==> src/hw/rtl/iebm_pkg.sv <==
// Shared types and constants for the I2C EEPROM byte master.
package iebm_pkg;

    // Payload of one tick offered to the bus engine.
    typedef struct packed {
        logic       req_valid;
        logic       req_type;
        logic [7:0] mem_address;
        logic [7:0] write_data;
        logic       sda_in;
    } iebm_req_t;

    // Payload of one tick reported by the bus engine.
    typedef struct packed {
        logic       scl_level;
        logic       sda_level;
        logic       sda_driving;
        logic       busy_res;
        logic       done_res;
        logic [7:0] read_byte;
        logic       ack_error;
    } iebm_res_t;

    // Queue status seen by the top level.
    typedef struct packed {
        logic full;
        logic empty;
    } iebm_queue_status_t;

    localparam int CfgIndexW = 2;
    localparam int CfgDataW  = 16;

    // Configuration register indexes.
    localparam logic [CfgIndexW-1:0] CFG_TICKS_PER_US  = 2'd0;
    localparam logic [CfgIndexW-1:0] CFG_DEVICE_ADDR   = 2'd1;
    localparam logic [CfgIndexW-1:0] CFG_ACK_POLL_LIM  = 2'd2;
    localparam logic [CfgIndexW-1:0] CFG_WRITE_WAIT_US = 2'd3;

    // Configuration reset values.
    localparam logic [7:0]  TICKS_PER_US_RESET  = 8'd72;
    localparam logic [6:0]  DEVICE_ADDR_RESET   = 7'd80;
    localparam logic [7:0]  ACK_POLL_LIM_RESET  = 8'd250;
    localparam logic [15:0] WRITE_WAIT_US_RESET = 16'd10000;

    // Bus timing in microsecond units.
    localparam logic [15:0] UNITS_ONE  = 16'd1;
    localparam logic [15:0] UNITS_TWO  = 16'd2;
    localparam logic [15:0] UNITS_FOUR = 16'd4;

endpackage

==> src/hw/rtl/iebm_if.sv <==
// Handshake interfaces for the request, result and configuration channels.
interface iebm_req_if;
    logic                valid;
    logic                ready;
    iebm_pkg::iebm_req_t data;
    modport source (output valid, output data, input ready);
    modport sink (input valid, input data, output ready);
endinterface

interface iebm_res_if;
    logic                valid;
    logic                ready;
    iebm_pkg::iebm_res_t data;
    modport source (output valid, output data, input ready);
    modport sink (input valid, input data, output ready);
endinterface

interface iebm_cfg_if;
    logic                               valid;
    logic                               ready;
    logic [iebm_pkg::CfgIndexW-1:0]     index;
    logic [iebm_pkg::CfgDataW-1:0]      data;
    modport source (output valid, output index, output data, input ready);
    modport sink (input valid, input index, input data, output ready);
endinterface

==> src/hw/rtl/iebm_engine.sv <==
// Front part: tick engine that runs the bus sequencer one tick per transaction.
module iebm_engine #(
    parameter int DELAY_COUNT_WIDTH = 24
) (
    input  logic                clk,
    input  logic                rst_n,
    iebm_cfg_if.sink            cfg,
    input  logic                step,
    input  iebm_pkg::iebm_req_t req_data,
    output iebm_pkg::iebm_res_t res_data
);
    import iebm_pkg::*;

    localparam int DW    = DELAY_COUNT_WIDTH;
    localparam int ProdW = 24;
    localparam int CmpW  = (DW > ProdW) ? DW : ProdW;

    // Sequencer phase codes.
    localparam logic [4:0] PH_IDLE       = 5'd0;
    localparam logic [4:0] PH_START_A    = 5'd1;
    localparam logic [4:0] PH_START_B    = 5'd2;
    localparam logic [4:0] PH_TX_LOW     = 5'd3;
    localparam logic [4:0] PH_TX_HIGH    = 5'd4;
    localparam logic [4:0] PH_TX_TAIL    = 5'd5;
    localparam logic [4:0] PH_ACK_SETUP  = 5'd6;
    localparam logic [4:0] PH_ACK_RISE   = 5'd7;
    localparam logic [4:0] PH_ACK_POLL   = 5'd8;
    localparam logic [4:0] PH_RX_LOW     = 5'd9;
    localparam logic [4:0] PH_RX_HIGH    = 5'd10;
    localparam logic [4:0] PH_RX_HOLD    = 5'd11;
    localparam logic [4:0] PH_NACK_LOW   = 5'd12;
    localparam logic [4:0] PH_NACK_HIGH  = 5'd13;
    localparam logic [4:0] PH_STOP_A     = 5'd14;
    localparam logic [4:0] PH_STOP_B     = 5'd15;
    localparam logic [4:0] PH_WRITE_WAIT = 5'd16;
    localparam logic [4:0] PH_DONE       = 5'd17;

    // Byte stage codes.
    localparam logic [1:0] STG_DEV_WR  = 2'd0;
    localparam logic [1:0] STG_MEM_ADR = 2'd1;
    localparam logic [1:0] STG_DATA    = 2'd2;
    localparam logic [1:0] STG_DEV_RD  = 2'd3;

    logic [7:0]    tpm_reg;
    logic [6:0]    dev_reg;
    logic [7:0]    poll_lim_reg;
    logic [15:0]   wwait_reg;

    logic [4:0]    phase_reg, phase_next;
    logic [3:0]    bit_count_reg, bit_count_next;
    logic [DW-1:0] delay_count_reg, delay_count_next;
    logic [7:0]    poll_count_reg, poll_count_next;
    logic [7:0]    tx_shift_reg, tx_shift_next;
    logic [7:0]    rx_shift_reg, rx_shift_next;
    logic [7:0]    held_address_reg, held_address_next;
    logic [7:0]    held_data_reg, held_data_next;
    logic          held_is_read_reg, held_is_read_next;
    logic          error_flag_reg, error_flag_next;
    logic [1:0]    byte_stage_reg, byte_stage_next;

    logic          do_enter;
    logic [4:0]    enter_phase;
    logic [15:0]   enter_units;
    logic [ProdW-1:0] prod;
    logic [CmpW-1:0]  prod_ext;
    logic [CmpW-1:0]  max_ext;
    logic [DW-1:0]    enter_delay;
    logic [3:0]       bit_inc;

    assign cfg.ready = 1'b1;

    // Configuration registers.
    always_ff @(posedge clk or negedge rst_n)
    begin
        if (!rst_n)
        begin
            tpm_reg      <= TICKS_PER_US_RESET;
            dev_reg      <= DEVICE_ADDR_RESET;
            poll_lim_reg <= ACK_POLL_LIM_RESET;
            wwait_reg    <= WRITE_WAIT_US_RESET;
        end
        else if (cfg.valid)
        begin
            unique case (cfg.index)
                CFG_TICKS_PER_US:  tpm_reg      <= cfg.data[7:0];
                CFG_DEVICE_ADDR:   dev_reg      <= cfg.data[6:0];
                CFG_ACK_POLL_LIM:  poll_lim_reg <= cfg.data[7:0];
                CFG_WRITE_WAIT_US: wwait_reg    <= cfg.data;
                default:           wwait_reg    <= wwait_reg;
            endcase
        end
    end

    // Phase length in ticks, saturated to the delay counter.
    assign prod        = ProdW'(enter_units) * ProdW'(tpm_reg);
    assign prod_ext    = CmpW'(prod);
    assign max_ext     = CmpW'({DW{1'b1}});
    assign enter_delay = (prod_ext > max_ext) ? {DW{1'b1}} : prod_ext[DW-1:0];
    assign bit_inc     = bit_count_reg + 4'd1;

    // Line levels driven during the current tick.
    always_comb
    begin
        res_data             = '0;
        res_data.scl_level   = 1'b1;
        res_data.sda_level   = 1'b1;
        res_data.sda_driving = 1'b1;
        res_data.busy_res    = 1'b1;
        res_data.done_res    = 1'b0;
        res_data.read_byte   = rx_shift_reg;
        res_data.ack_error   = error_flag_reg;
        unique case (phase_reg)
            PH_IDLE:
                res_data.busy_res = 1'b0;
            PH_START_B:
                res_data.sda_level = 1'b0;
            PH_TX_LOW, PH_TX_TAIL:
            begin
                res_data.scl_level = 1'b0;
                res_data.sda_level = tx_shift_reg[7];
            end
            PH_TX_HIGH:
                res_data.sda_level = tx_shift_reg[7];
            PH_ACK_SETUP, PH_RX_LOW:
            begin
                res_data.scl_level   = 1'b0;
                res_data.sda_driving = 1'b0;
            end
            PH_ACK_RISE, PH_ACK_POLL, PH_RX_HIGH, PH_RX_HOLD:
                res_data.sda_driving = 1'b0;
            PH_NACK_LOW:
                res_data.scl_level = 1'b0;
            PH_STOP_A:
            begin
                res_data.scl_level = 1'b0;
                res_data.sda_level = 1'b0;
            end
            PH_DONE:
            begin
                res_data.busy_res = 1'b0;
                res_data.done_res = 1'b1;
            end
            default:
                res_data.busy_res = 1'b1;
        endcase
    end

    // Sequencer next state for an accepted tick.
    always_comb
    begin
        phase_next        = phase_reg;
        bit_count_next    = bit_count_reg;
        delay_count_next  = delay_count_reg;
        poll_count_next   = poll_count_reg;
        tx_shift_next     = tx_shift_reg;
        rx_shift_next     = rx_shift_reg;
        held_address_next = held_address_reg;
        held_data_next    = held_data_reg;
        held_is_read_next = held_is_read_reg;
        error_flag_next   = error_flag_reg;
        byte_stage_next   = byte_stage_reg;
        do_enter          = 1'b0;
        enter_phase       = PH_IDLE;
        enter_units       = UNITS_ONE;

        if (step)
        begin
            if (phase_reg == PH_IDLE)
            begin
                // Take a new request only while idle.
                if (req_data.req_valid)
                begin
                    held_is_read_next = req_data.req_type;
                    held_address_next = req_data.mem_address;
                    held_data_next    = req_data.write_data;
                    error_flag_next   = 1'b0;
                    if (req_data.req_type)
                    begin
                        rx_shift_next = 8'd0;
                    end
                    byte_stage_next = STG_DEV_WR;
                    tx_shift_next   = {dev_reg, 1'b0};
                    do_enter        = 1'b1;
                    enter_phase     = PH_START_A;
                    enter_units     = UNITS_FOUR;
                end
            end
            else if (phase_reg == PH_DONE)
            begin
                phase_next       = PH_IDLE;
                delay_count_next = '0;
            end
            else if (phase_reg == PH_ACK_POLL)
            begin
                // Acknowledge seen: move on to the next byte or step.
                if (!req_data.sda_in)
                begin
                    if (byte_stage_reg == STG_DEV_WR)
                    begin
                        byte_stage_next = STG_MEM_ADR;
                        tx_shift_next   = held_address_reg;
                        bit_count_next  = 4'd0;
                        do_enter        = 1'b1;
                        enter_phase     = PH_TX_LOW;
                        enter_units     = UNITS_TWO;
                    end
                    else if (byte_stage_reg == STG_MEM_ADR && !held_is_read_reg)
                    begin
                        byte_stage_next = STG_DATA;
                        tx_shift_next   = held_data_reg;
                        bit_count_next  = 4'd0;
                        do_enter        = 1'b1;
                        enter_phase     = PH_TX_LOW;
                        enter_units     = UNITS_TWO;
                    end
                    else if (byte_stage_reg == STG_MEM_ADR)
                    begin
                        byte_stage_next = STG_DEV_RD;
                        tx_shift_next   = {dev_reg, 1'b1};
                        do_enter        = 1'b1;
                        enter_phase     = PH_START_A;
                        enter_units     = UNITS_FOUR;
                    end
                    else if (byte_stage_reg == STG_DEV_RD)
                    begin
                        bit_count_next = 4'd0;
                        do_enter       = 1'b1;
                        enter_phase    = PH_RX_LOW;
                        enter_units    = UNITS_TWO;
                    end
                    else
                    begin
                        do_enter    = 1'b1;
                        enter_phase = PH_STOP_A;
                        enter_units = UNITS_FOUR;
                    end
                end
                else if (poll_count_reg >= poll_lim_reg)
                begin
                    error_flag_next = 1'b1;
                    do_enter        = 1'b1;
                    enter_phase     = PH_STOP_A;
                    enter_units     = UNITS_FOUR;
                end
                else
                begin
                    poll_count_next = poll_count_reg + 8'd1;
                end
            end
            else if (phase_reg > PH_DONE)
            begin
                phase_next       = PH_IDLE;
                delay_count_next = '0;
            end
            else if (delay_count_reg > DW'(1))
            begin
                delay_count_next = delay_count_reg - DW'(1);
            end
            else
            begin
                // End of a timed phase.
                unique case (phase_reg)
                    PH_START_A:
                    begin
                        do_enter    = 1'b1;
                        enter_phase = PH_START_B;
                        enter_units = UNITS_FOUR;
                    end
                    PH_START_B:
                    begin
                        bit_count_next = 4'd0;
                        do_enter       = 1'b1;
                        enter_phase    = PH_TX_LOW;
                        enter_units    = UNITS_TWO;
                    end
                    PH_TX_LOW:
                    begin
                        do_enter    = 1'b1;
                        enter_phase = PH_TX_HIGH;
                        enter_units = UNITS_TWO;
                    end
                    PH_TX_HIGH:
                    begin
                        do_enter    = 1'b1;
                        enter_phase = PH_TX_TAIL;
                        enter_units = UNITS_TWO;
                    end
                    PH_TX_TAIL:
                    begin
                        tx_shift_next  = {tx_shift_reg[6:0], 1'b0};
                        bit_count_next = bit_inc;
                        do_enter       = 1'b1;
                        if (bit_inc >= 4'd8)
                        begin
                            poll_count_next = 8'd0;
                            enter_phase     = PH_ACK_SETUP;
                            enter_units     = UNITS_ONE;
                        end
                        else
                        begin
                            enter_phase = PH_TX_LOW;
                            enter_units = UNITS_TWO;
                        end
                    end
                    PH_ACK_SETUP:
                    begin
                        do_enter    = 1'b1;
                        enter_phase = PH_ACK_RISE;
                        enter_units = UNITS_ONE;
                    end
                    PH_ACK_RISE:
                    begin
                        phase_next       = PH_ACK_POLL;
                        delay_count_next = '0;
                    end
                    PH_RX_LOW:
                    begin
                        do_enter    = 1'b1;
                        enter_phase = PH_RX_HIGH;
                        enter_units = UNITS_TWO;
                    end
                    PH_RX_HIGH:
                    begin
                        rx_shift_next = {rx_shift_reg[6:0], req_data.sda_in};
                        do_enter      = 1'b1;
                        enter_phase   = PH_RX_HOLD;
                        enter_units   = UNITS_ONE;
                    end
                    PH_RX_HOLD:
                    begin
                        bit_count_next = bit_inc;
                        do_enter       = 1'b1;
                        enter_units    = UNITS_TWO;
                        enter_phase    = (bit_inc >= 4'd8) ? PH_NACK_LOW : PH_RX_LOW;
                    end
                    PH_NACK_LOW:
                    begin
                        do_enter    = 1'b1;
                        enter_phase = PH_NACK_HIGH;
                        enter_units = UNITS_TWO;
                    end
                    PH_NACK_HIGH:
                    begin
                        do_enter    = 1'b1;
                        enter_phase = PH_STOP_A;
                        enter_units = UNITS_FOUR;
                    end
                    PH_STOP_A:
                    begin
                        do_enter    = 1'b1;
                        enter_phase = PH_STOP_B;
                        enter_units = UNITS_FOUR;
                    end
                    PH_STOP_B:
                    begin
                        // A clean write waits out the device's internal write cycle.
                        if (!held_is_read_reg && !error_flag_reg)
                        begin
                            do_enter    = 1'b1;
                            enter_phase = PH_WRITE_WAIT;
                            enter_units = wwait_reg;
                        end
                        else
                        begin
                            phase_next       = PH_DONE;
                            delay_count_next = '0;
                        end
                    end
                    PH_WRITE_WAIT:
                    begin
                        phase_next       = PH_DONE;
                        delay_count_next = '0;
                    end
                    default:
                    begin
                        phase_next       = PH_IDLE;
                        delay_count_next = '0;
                    end
                endcase
            end

            if (do_enter)
            begin
                phase_next       = enter_phase;
                delay_count_next = enter_delay;
            end
        end
    end

    // Sequencer state registers.
    always_ff @(posedge clk or negedge rst_n)
    begin
        if (!rst_n)
        begin
            phase_reg        <= PH_IDLE;
            bit_count_reg    <= '0;
            delay_count_reg  <= '0;
            poll_count_reg   <= '0;
            tx_shift_reg     <= '0;
            rx_shift_reg     <= '0;
            held_address_reg <= '0;
            held_data_reg    <= '0;
            held_is_read_reg <= 1'b0;
            error_flag_reg   <= 1'b0;
            byte_stage_reg   <= STG_DEV_WR;
        end
        else
        begin
            phase_reg        <= phase_next;
            bit_count_reg    <= bit_count_next;
            delay_count_reg  <= delay_count_next;
            poll_count_reg   <= poll_count_next;
            tx_shift_reg     <= tx_shift_next;
            rx_shift_reg     <= rx_shift_next;
            held_address_reg <= held_address_next;
            held_data_reg    <= held_data_next;
            held_is_read_reg <= held_is_read_next;
            error_flag_reg   <= error_flag_next;
            byte_stage_reg   <= byte_stage_next;
        end
    end

endmodule

==> src/hw/rtl/iebm_queue.sv <==
// Back part: two-entry result queue that feeds the result channel.
module iebm_queue (
    input  logic                         clk,
    input  logic                         rst_n,
    input  logic                         push,
    input  iebm_pkg::iebm_res_t          push_data,
    output iebm_pkg::iebm_queue_status_t status,
    iebm_res_if.source                   res
);
    import iebm_pkg::*;

    iebm_res_t  entry_reg [2];
    logic       wr_ptr_reg, wr_ptr_next;
    logic       rd_ptr_reg, rd_ptr_next;
    logic [1:0] count_reg, count_next;
    logic       pop;

    assign status.full  = (count_reg == 2'd2);
    assign status.empty = (count_reg == 2'd0);
    assign res.valid    = !status.empty;
    assign res.data     = entry_reg[rd_ptr_reg];
    assign pop          = res.valid && res.ready;

    // Pointer and fill count update.
    always_comb
    begin
        wr_ptr_next = push ? ~wr_ptr_reg : wr_ptr_reg;
        rd_ptr_next = pop ? ~rd_ptr_reg : rd_ptr_reg;
        count_next  = count_reg + {1'b0, push} - {1'b0, pop};
    end

    always_ff @(posedge clk or negedge rst_n)
    begin
        if (!rst_n)
        begin
            wr_ptr_reg <= 1'b0;
            rd_ptr_reg <= 1'b0;
            count_reg  <= 2'd0;
        end
        else
        begin
            wr_ptr_reg <= wr_ptr_next;
            rd_ptr_reg <= rd_ptr_next;
            count_reg  <= count_next;
        end
    end

    // Entry storage.
    always_ff @(posedge clk)
    begin
        if (push)
        begin
            entry_reg[wr_ptr_reg] <= push_data;
        end
    end

endmodule

==> src/hw/rtl/i2c_eeprom_byte_master_core.sv <==
// Top level of the tick-driven I2C EEPROM byte master.
//
//  Channel  Role    Transaction carries
//  -------  ------  ------------------------------------------------------
//  cfg      sink    register index and write data, always ready
//  req      sink    one bus tick: request fields and sampled SDA level
//  res      source  one bus tick: SCL/SDA levels, busy, done, read byte, error
//
// Each req transaction is one bus tick and gives exactly one res transaction.
// The tick engine takes one transaction per cycle; its result enters a two-entry
// queue and is offered on res in the next cycle, so the rate is one per cycle.
// req stalls only while the queue holds two unclaimed results.
// Reset returns the bus to idle and loads the register reset values.
module i2c_eeprom_byte_master_core #(
    parameter int DELAY_COUNT_WIDTH = 24
) (
    input  logic       clk,
    input  logic       rst_n,
    iebm_cfg_if.sink   cfg,
    iebm_req_if.sink   req,
    iebm_res_if.source res
);
    import iebm_pkg::*;

    iebm_res_t          tick_res;
    iebm_queue_status_t q_status;
    logic               step;

    // Accept a tick whenever the queue has room.
    assign req.ready = !q_status.full;
    assign step      = req.valid && req.ready;

    iebm_engine #(
        .DELAY_COUNT_WIDTH(DELAY_COUNT_WIDTH)
    ) u_engine (
        .clk      (clk),
        .rst_n    (rst_n),
        .cfg      (cfg),
        .step     (step),
        .req_data (req.data),
        .res_data (tick_res)
    );

    iebm_queue u_queue (
        .clk       (clk),
        .rst_n     (rst_n),
        .push      (step),
        .push_data (tick_res),
        .status    (q_status),
        .res       (res)
    );

    // An accepted tick always leaves a result to offer in the next cycle.
    a_accept_gives_result: assert property (@(posedge clk) disable iff (!rst_n)
        step |=> res.valid)
        else $error("accepted tick left no result");

    // With nothing queued the block must take ticks.
    a_empty_means_ready: assert property (@(posedge clk) disable iff (!rst_n)
        !res.valid |-> req.ready)
        else $error("empty queue but request channel stalled");

    // The done tick is never reported as busy.
    a_done_not_busy: assert property (@(posedge clk) disable iff (!rst_n)
        res.valid |-> !(res.data.done_res && res.data.busy_res))
        else $error("done and busy reported together");

endmodule

==> src/flat_wrapper.sv <==
// flat-port wrapper written by rule: the top's interface ports become plain ports
module i2c_eeprom_byte_master_core_flat import iebm_pkg::*;
#(
    parameter int DELAY_COUNT_WIDTH = 24
)
  (clk, rst_n, cfg_valid, cfg_index, cfg_data, cfg_ready, req_valid, req_data, req_ready, res_valid, res_data, res_ready);
  iebm_cfg_if cfg_i ();
  iebm_req_if req_i ();
  iebm_res_if res_i ();
  input  logic clk;
  input  logic rst_n;
  input wire logic [$bits(cfg_i.valid)-1:0] cfg_valid;
  input wire logic [$bits(cfg_i.index)-1:0] cfg_index;
  input wire logic [$bits(cfg_i.data)-1:0] cfg_data;
  output wire logic [$bits(cfg_i.ready)-1:0] cfg_ready;
  input wire logic [$bits(req_i.valid)-1:0] req_valid;
  input wire logic [$bits(req_i.data)-1:0] req_data;
  output wire logic [$bits(req_i.ready)-1:0] req_ready;
  output wire logic [$bits(res_i.valid)-1:0] res_valid;
  output wire logic [$bits(res_i.data)-1:0] res_data;
  input wire logic [$bits(res_i.ready)-1:0] res_ready;
  assign cfg_i.valid = cfg_valid;
  assign cfg_i.index = cfg_index;
  assign cfg_i.data = cfg_data;
  assign cfg_ready = cfg_i.ready;
  assign req_i.valid = req_valid;
  assign req_i.data = req_data;
  assign req_ready = req_i.ready;
  assign res_valid = res_i.valid;
  assign res_data = res_i.data;
  assign res_i.ready = res_ready;
  i2c_eeprom_byte_master_core #(.DELAY_COUNT_WIDTH(DELAY_COUNT_WIDTH)) u_core (.clk(clk), .rst_n(rst_n), .cfg(cfg_i), .req(req_i), .res(res_i));
endmodule
==> config.mk <==
export PLATFORM = sky130hd
export DESIGN_NAME = i2c_eeprom_byte_master_core_flat
export DESIGN_NICKNAME = d
export VERILOG_FILES = /design/src/hw/rtl/iebm_pkg.sv /design/src/hw/rtl/iebm_if.sv /design/src/hw/rtl/iebm_engine.sv /design/src/hw/rtl/iebm_queue.sv /design/src/hw/rtl/i2c_eeprom_byte_master_core.sv /design/src/flat_wrapper.sv
export SDC_FILE = /design/constraint.sdc
export NUM_CORES = 1
export LEC_CHECK = 0
export BUFFER_PORTS_ARGS = -buffer_cell sky130_fd_sc_hd__buf_2
export CAP_MARGIN = 20
export CORE_MARGIN = 10
export CORE_UTILIZATION = 40
export DETAILED_ROUTE_END_ITERATION = 8
export GPL_ROUTABILITY_DRIVEN = 0
export PLACE_DENSITY = 0.65
export SLEW_MARGIN = 15
export SYNTH_ARGS = -nofsm -noshare
export SYNTH_HDL_FRONTEND = slang
export SYNTH_SLANG_ARGS = --single-unit
==> constraint.sdc <==
create_clock -name clk -period 7.21 [get_ports clk]
set_input_delay 0.3605 -clock clk [delete_from_list [all_inputs] [get_ports clk]]
set_output_delay 0.3605 -clock clk [all_outputs]
set_load 0.01 [all_outputs]
Word-level counts from Yosys, hierarchy flattened --
Memory sizes are Yosys's and may differ from the RTL's. Cells that the tools add are included.
Word-level totals: memory bits (writable) 28, bits in registers 120, bits of input ports 42, memories 1, output and inout port bits 17
Memories:
- u_core.u_queue.entry_reg | depth 2, width 14, rd ports 1, clocked after memory_dff 0, wr ports 1, line iebm_queue.sv:12 | iebm_res_t entry_reg [2];
Operators by class: mux-type cells 116, eq/ne operators 48, magnitude comparators 5, bitwise operators 4, reduce and logical (&&, ||, !) cells 43, multipliers 1, add/subtract/negate cells 5
Operators with widths (count):
- 2-to-1 mux 8 bit | 26
- 2-to-1 mux 24 bit | 8
- 2-to-1 mux 16 bit | 8
- 2-to-1 mux 5 bit | 14
- one-hot mux 5 bit (13 select lines) | 1
- one-hot mux 16 bit (4 select lines) | 1
- 2-to-1 mux 4 bit | 12
- one-hot mux 24 bit (2 select lines) | 1
- == test 5 x 4 -> 1 bit (second input constant) | 8
- 2-to-1 mux 3 bit | 9
- > comparator 24 x 1 -> 1 bit (second input constant) | 1
- > comparator 24 bit (second input constant) | 1
- multiplier 16 x 8 -> 24 bit | 1
- subtractor 24 x 1 -> 24 bit (second input constant) | 1
- 2-to-1 mux 1 bit | 23
- != test 2 bit (second input constant) | 11
- == test 5 x 3 -> 1 bit (second input constant) | 4
- one-hot mux 5 bit (4 select lines) | 1
- 2-to-1 mux 2 bit | 9
- AND reduction 6 bit | 3
- AND reduction 9 bit | 2
- OR reduction 6 bit | 3
- AND reduction 8 bit | 2
- nonzero test 2 bit | 6
- 36 further kinds | 66

Depth between registers and ports, before layout --
depth after elaboration 14, mapped depth 28

By module --
Synthesis repeated with hierarchy kept, for this count alone.
Unflattened totals: cells, all modules 1240, area total of the unflattened synthesis 11847.6 µm²
Modules (own cells, without submodules):
- iebm_engine | area an instance 10570.1 µm², cells each 1176, times used 1, sequential area each 2921.6 µm²
- iebm_queue | area an instance 1267.5 µm², cells each 62, times used 1, sequential area each 940.9 µm²
- i2c_eeprom_byte_master_core | area an instance 10.0 µm², cells each 2, times used 1, sequential area each 0.0 µm²

Worst setup path after synthesis --
OpenSTA, ideal clock, no wires.
path type register to register, from register u_core.u_engine.delay_count_reg[0], to register u_core.u_engine.delay_count_reg[23], stages on the path, launching flop included 26, path slack 667 ps, setup time 126 ps, arrival 6417 ps, required time 7084 ps, period minus slack after synthesis 6543 ps, cell sequence dfrtp_1 -> inv_1 -> ha_1 -> clkbuf_1 -> o2111ai_4 -> nor3_4 -> o21ai_1 -> nor2_2 -> clkbuf_1 -> and3_1 -> fa_1 -> fa_1 -> fa_1 -> inv_1 -> fa_1 -> inv_1 -> ha_1 -> clkbuf_1 -> and2_1 -> a2111oi_0 -> o31ai_1 -> a41oi_2 -> o21ai_2 -> a221oi_2 -> mux2i_1 -> a221o_1
Between the ends: word-level cells in the longest chain between the ends 11, elaborated cells on any way between the ends 28, those cells by class add/sub (1); mul (1); order compare (2); eq/ne (4); mux (19); reduce/logical (1)
Ends and longest elaborated chain:
- from (decl) | line iebm_engine.sv:51 | logic [DW-1:0] delay_count_reg, delay_count_next;
- from (signal assigned) | line iebm_engine.sv:411 | delay_count_reg <= delay_count_next;
- > comparator 24 x 1 -> 1 bit | line iebm_engine.sv:255 | else if (delay_count_reg > DW'(1))
- 2-to-1 mux 16 bit | line iebm_engine.sv:255
- 2-to-1 mux 16 bit | line iebm_engine.sv:250 | else if (phase_reg > PH_DONE)
- 2-to-1 mux 16 bit | line iebm_engine.sv:193 | else if (phase_reg == PH_ACK_POLL)
- 2-to-1 mux 16 bit | line iebm_engine.sv:188 | else if (phase_reg == PH_DONE)
- 2-to-1 mux 16 bit | line iebm_engine.sv:168 | if (phase_reg == PH_IDLE)
- 2-to-1 mux 16 bit | line iebm_engine.sv:166 | if (step)
- multiplier 16 x 8 -> 24 bit | line iebm_engine.sv:95 | assign prod = ProdW'(enter_units) * ProdW'(tpm_reg);
- > comparator 24 bit | line iebm_engine.sv:98 | assign enter_delay = (prod_ext > max_ext) ? {DW{1'b1}} : prod_ext[DW-1:0];
- 2-to-1 mux 24 bit | line iebm_engine.sv:98
- 2-to-1 mux 24 bit | line iebm_engine.sv:382 | if (do_enter)
Parallel ways exist; a longest one is shown, timed or not. The select of a mux whose other input is x is not followed. A chain may end at the register's enable or synchronous reset.

Final worst setup path --
from register u_core.u_engine.poll_lim_reg[5], to register u_core.u_engine.delay_count_reg[23]
Between the ends: word-level cells in the longest chain between the ends 11, elaborated cells on any way between the ends 22, those cells by class mul (1); order compare (2); eq/ne (4); mux (14); reduce/logical (1)
Ends and longest elaborated chain:
- from (decl) | line iebm_engine.sv:46 | logic [7:0] poll_lim_reg;
- from (signal assigned) | line iebm_engine.sv:87 | CFG_ACK_POLL_LIM: poll_lim_reg <= cfg.data[7:0];
- >= comparator 8 bit (*) | line iebm_engine.sv:238 | else if (poll_count_reg >= poll_lim_reg)
- 2-to-1 mux 3 bit | line iebm_engine.sv:238
- 2-to-1 mux 16 bit | line iebm_engine.sv:196 | if (!req_data.sda_in)
- 2-to-1 mux 16 bit | line iebm_engine.sv:193
- 2-to-1 mux 16 bit | line iebm_engine.sv:188
- 2-to-1 mux 16 bit | line iebm_engine.sv:168
- 2-to-1 mux 16 bit | line iebm_engine.sv:166
- multiplier 16 x 8 -> 24 bit | line iebm_engine.sv:95
- > comparator 24 bit | line iebm_engine.sv:98
- 2-to-1 mux 24 bit | line iebm_engine.sv:98
- 2-to-1 mux 24 bit | line iebm_engine.sv:382
Mark *: on every way between the ends. The rest lies on a longest branch, timed or not. The select of a mux whose other input is x is not followed.

==> flow_summary.toml <==
[routing]
initialDrtViolationCount = 905
vias_per_cell = 5.62
drt-pass1-iter-count = 8
drc = 0
vias = 9380
ant_nets = 0
avgRoutedWirePerCell_um = 17.4
wirelength_um = 29000

[pwr]
p_seq_frac = 0.426
clkPwrFrac = 0.282
peakVddDrop_v = 0.000154
internal_power_mw = 2.01
p_sw_mw = 1.23
finalPower_mw = 3.23
switching_share = 0.379
pwr_density_cell_nw_per_um2 = 245
combPwrFrac = 0.292
power_leakage_nw = 6.24

[cts]
clk_latency_ns = 0.44
cts_tree = "built"
htree_levels = 4
clkSlewWorstSetupHoldPaths_ns = 0.07
clockBufferDepth = 2
cts_buffers = 17
post-cts-setup-buffers = 0
cts_root_buf = "clkbuf_16"
cts_sinks = 148

[synth]
synth.distinct_cells = 80
synth_nets = 1417
dominantRegCellSynth = "dfrtp_1"
synth_top_area_share = 0.222
synth-seq-cells = 148
synth-edff-count = 28
syn_area_sq_um = 11900
yosys_warnings = 0
synth_top_cell_by_area = "dfrtp_1"
synth.area.top_cells = "dfrtp_1 22%, fa_1 14%, edfxtp_1 7.1%"
seq_area_frac_synth = 0.326
async_reset_ff_frac = 0.811
syn_inst = 1233
syn_avg_cell_area_sq_um = 9.62

[global_routing]
grt_use_total = 0.161
grt_pass1_wl_um = 49000
overflow = 0
grt_pass1_vias = 9446
grt_antenna_before_repair = 0
grt_max_degree = 78

[floorplan]
core_sq_um = 29000
rows = 62
dieHeight_um = 192
start_util = 0.409
die_area_sq_um = 36900
die_w_um = 192
io_pins = 59

[critical_path]
critPathCapture = "u_core.u_engine.delay_count_reg[23]"
worstReg2RegEnd = "u_core.u_engine.delay_count_reg[23]"
start_kind = "register"
crit_fanout = 8
crit_type = "register to register"
crit_path_start = "u_core.u_engine.poll_lim_reg[5]"
crit_required_ns = 7.52
worst_r2r_startpoint = "u_core.u_engine.poll_lim_reg[5]"
regToRegSetupSlack_ns = 0.34
endpoint_kind = "register"
arrival_ns = 7.18
r2r_cells = 25

[timing]
finalSetupTns_ns = 0
period_share = 0.953
hold_viol_final = 0
finClkSkew_ns = 0.0272
relSlewSlack = 0.349
setup_violations = 0
maxSlewViolCount = 0
clock.fmax_mhz = 146
worst_hold_slack_ns = 0.141
setup_ws_ns = 0.341
tightest_slew_ns = 0.976
fin_crit_ns = 6.87

[final_layout]
fin_nets = 1457
mostFrequentLayoutCells = "117 x inv_1, 105 x dfrtp_1, 101 x nand2_1, 90 x and3_1, 84 x fa_1"
final_common_cell = "inv_1"
diodes = 0
design_area_sq_um = 13200
layout-drive-gt1-share = 0.178
largest_register_ffs = 28
syn_to_final_growth_pct = 11.2

[place]
dp_slack_ns = 0.308
numPortBuffers = 57
postPlaceCellArea_sq_um = 12500
hpwl_um = 21500

[hold_path]
min_path_cells = 2
hp-class = "primary input to register"

[job]
drv_cap = 0

[outcome]
status = "finished, final reports clean"
worst min-delay path by stage:
| stage | end | startpoint | slack, ns |
|---|---|---|---|
| 6_report | u_core.u_engine.wwait_reg[12] | cfg_data[12] | 0.14 |
| 5_1_grt | u_core.u_engine.wwait_reg[9] | cfg_data[9] | 0.14 |
| 4_1_cts | u_core.u_engine.wwait_reg[12] | cfg_data[12] | 0.13 |
| 3_5_place_dp | u_core.u_engine.rx_shift_reg[7] | rst_n | 0.42 |
| 3_3_place_gp | u_core.u_engine.rx_shift_reg[7] | rst_n | 0.42 |
| 2_1_floorplan | u_core.u_engine.bit_count_reg[0] | rst_n | 0.06 |
power by group through the flow:
stage                     Clock, mW  Sequential [mW]  Combinational [mW]
after detailed placement          0             1.38               0.933
after global routing          0.957             1.41                1.05
after floorplan                   0             1.24               0.761
final                         0.910             1.38               0.944
after global placement            0             1.37               0.920
after CTS                     0.928             1.37               0.939
timing repair:
action | CTS | global route
hold buffers | 1 | 0
hold endpoints to repair | 44 | 0
endpoints found under the setup margin | 0 | 2
gates resized for setup | 0 | 6
metrics by stage:
step | std cells | utilization
6_report | 1670 | 0.455
2_1_floorplan | 1233 | -
4_1_cts | 1667 | 0.453
3_3_place_gp | 1634 | 0.432
3_5_place_dp | 1634 | 0.432
5_1_grt | 1670 | 0.455
synth_stat cells (9+ instances only):
master	number
a211oi_1	17
a21o_1	17
a21oi_1	47
a31oi_1	10
and2_1	21
and3_1	90
buf_2	9
clkbuf_1	44
dfrtp_1	105
dfstp_2	15
edfxtp_1	28
fa_1	84
ha_1	58
inv_1	117
mux2_2	72
nand2_1	101
nand2b_1	10
nand3_1	20
nor2_1	81
nor2b_1	14
nor3_1	27
o21ai_0	68
o22ai_1	17
xnor2_1	12
xor2_1	17
logic make-up after synthesis:
| logic type | Yosys count | synth area share |
|---|---|---|
| compound gates | 243 | 0.135 |
| xor+xnor | 29 | 0.0214 |
| fa+ha+maj | 142 | 0.203 |
| buf+inv | 181 | 0.0599 |
| flops | 148 | 0.326 |
| mux | 77 | 0.0726 |
| other cells | 1 | 0.000316 |
| simple gates | 412 | 0.182 |
final cells by class:
class / instances / area, sq um
clock buffers: 17 / 425
clock inverters: 15 / 164
flip-flops and latches: 148 / 3860
well taps: 384 / 480
fillers: 2782 / 15800
repair buffers: 83 / 493
multi-input cells: 904 / 7320
inverters: 119 / 447
worst max-delay path: stages, from the launching register on:
cell	delay, ns
dfstp_2	0.53
inv_1	0.04
ha_1	0.30
a21o_1	0.16
a21o_1	0.17
a21oi_1	0.31
o211a_4	0.28
o22ai_1	0.08
a21oi_1	0.15
buf_4	0.18
nor2b_1	0.07
fa_1	0.44
fa_1	0.49
fa_1	0.54
inv_1	0.05
fa_1	0.52
inv_1	0.04
ha_1	0.38
a21o_1	0.24
a2111oi_1	0.44
o31ai_1	0.19
a41oi_2	0.27
o21ai_2	0.11
a221oi_2	0.26
mux2i_1	0.13
a221o_1	0.36
metal layers:
| layer | GRT usage | wire (um) |
|---|---|---|
| met3 | 0.0288 | 1660 |
| met2 | 0.249 | 13200 |
| met5 | 0 | 0 |
| met1 | 0.227 | 13600 |
| met4 | 0.0450 | 507 |
Note: power is estimated with default switching activity, not from simulation.
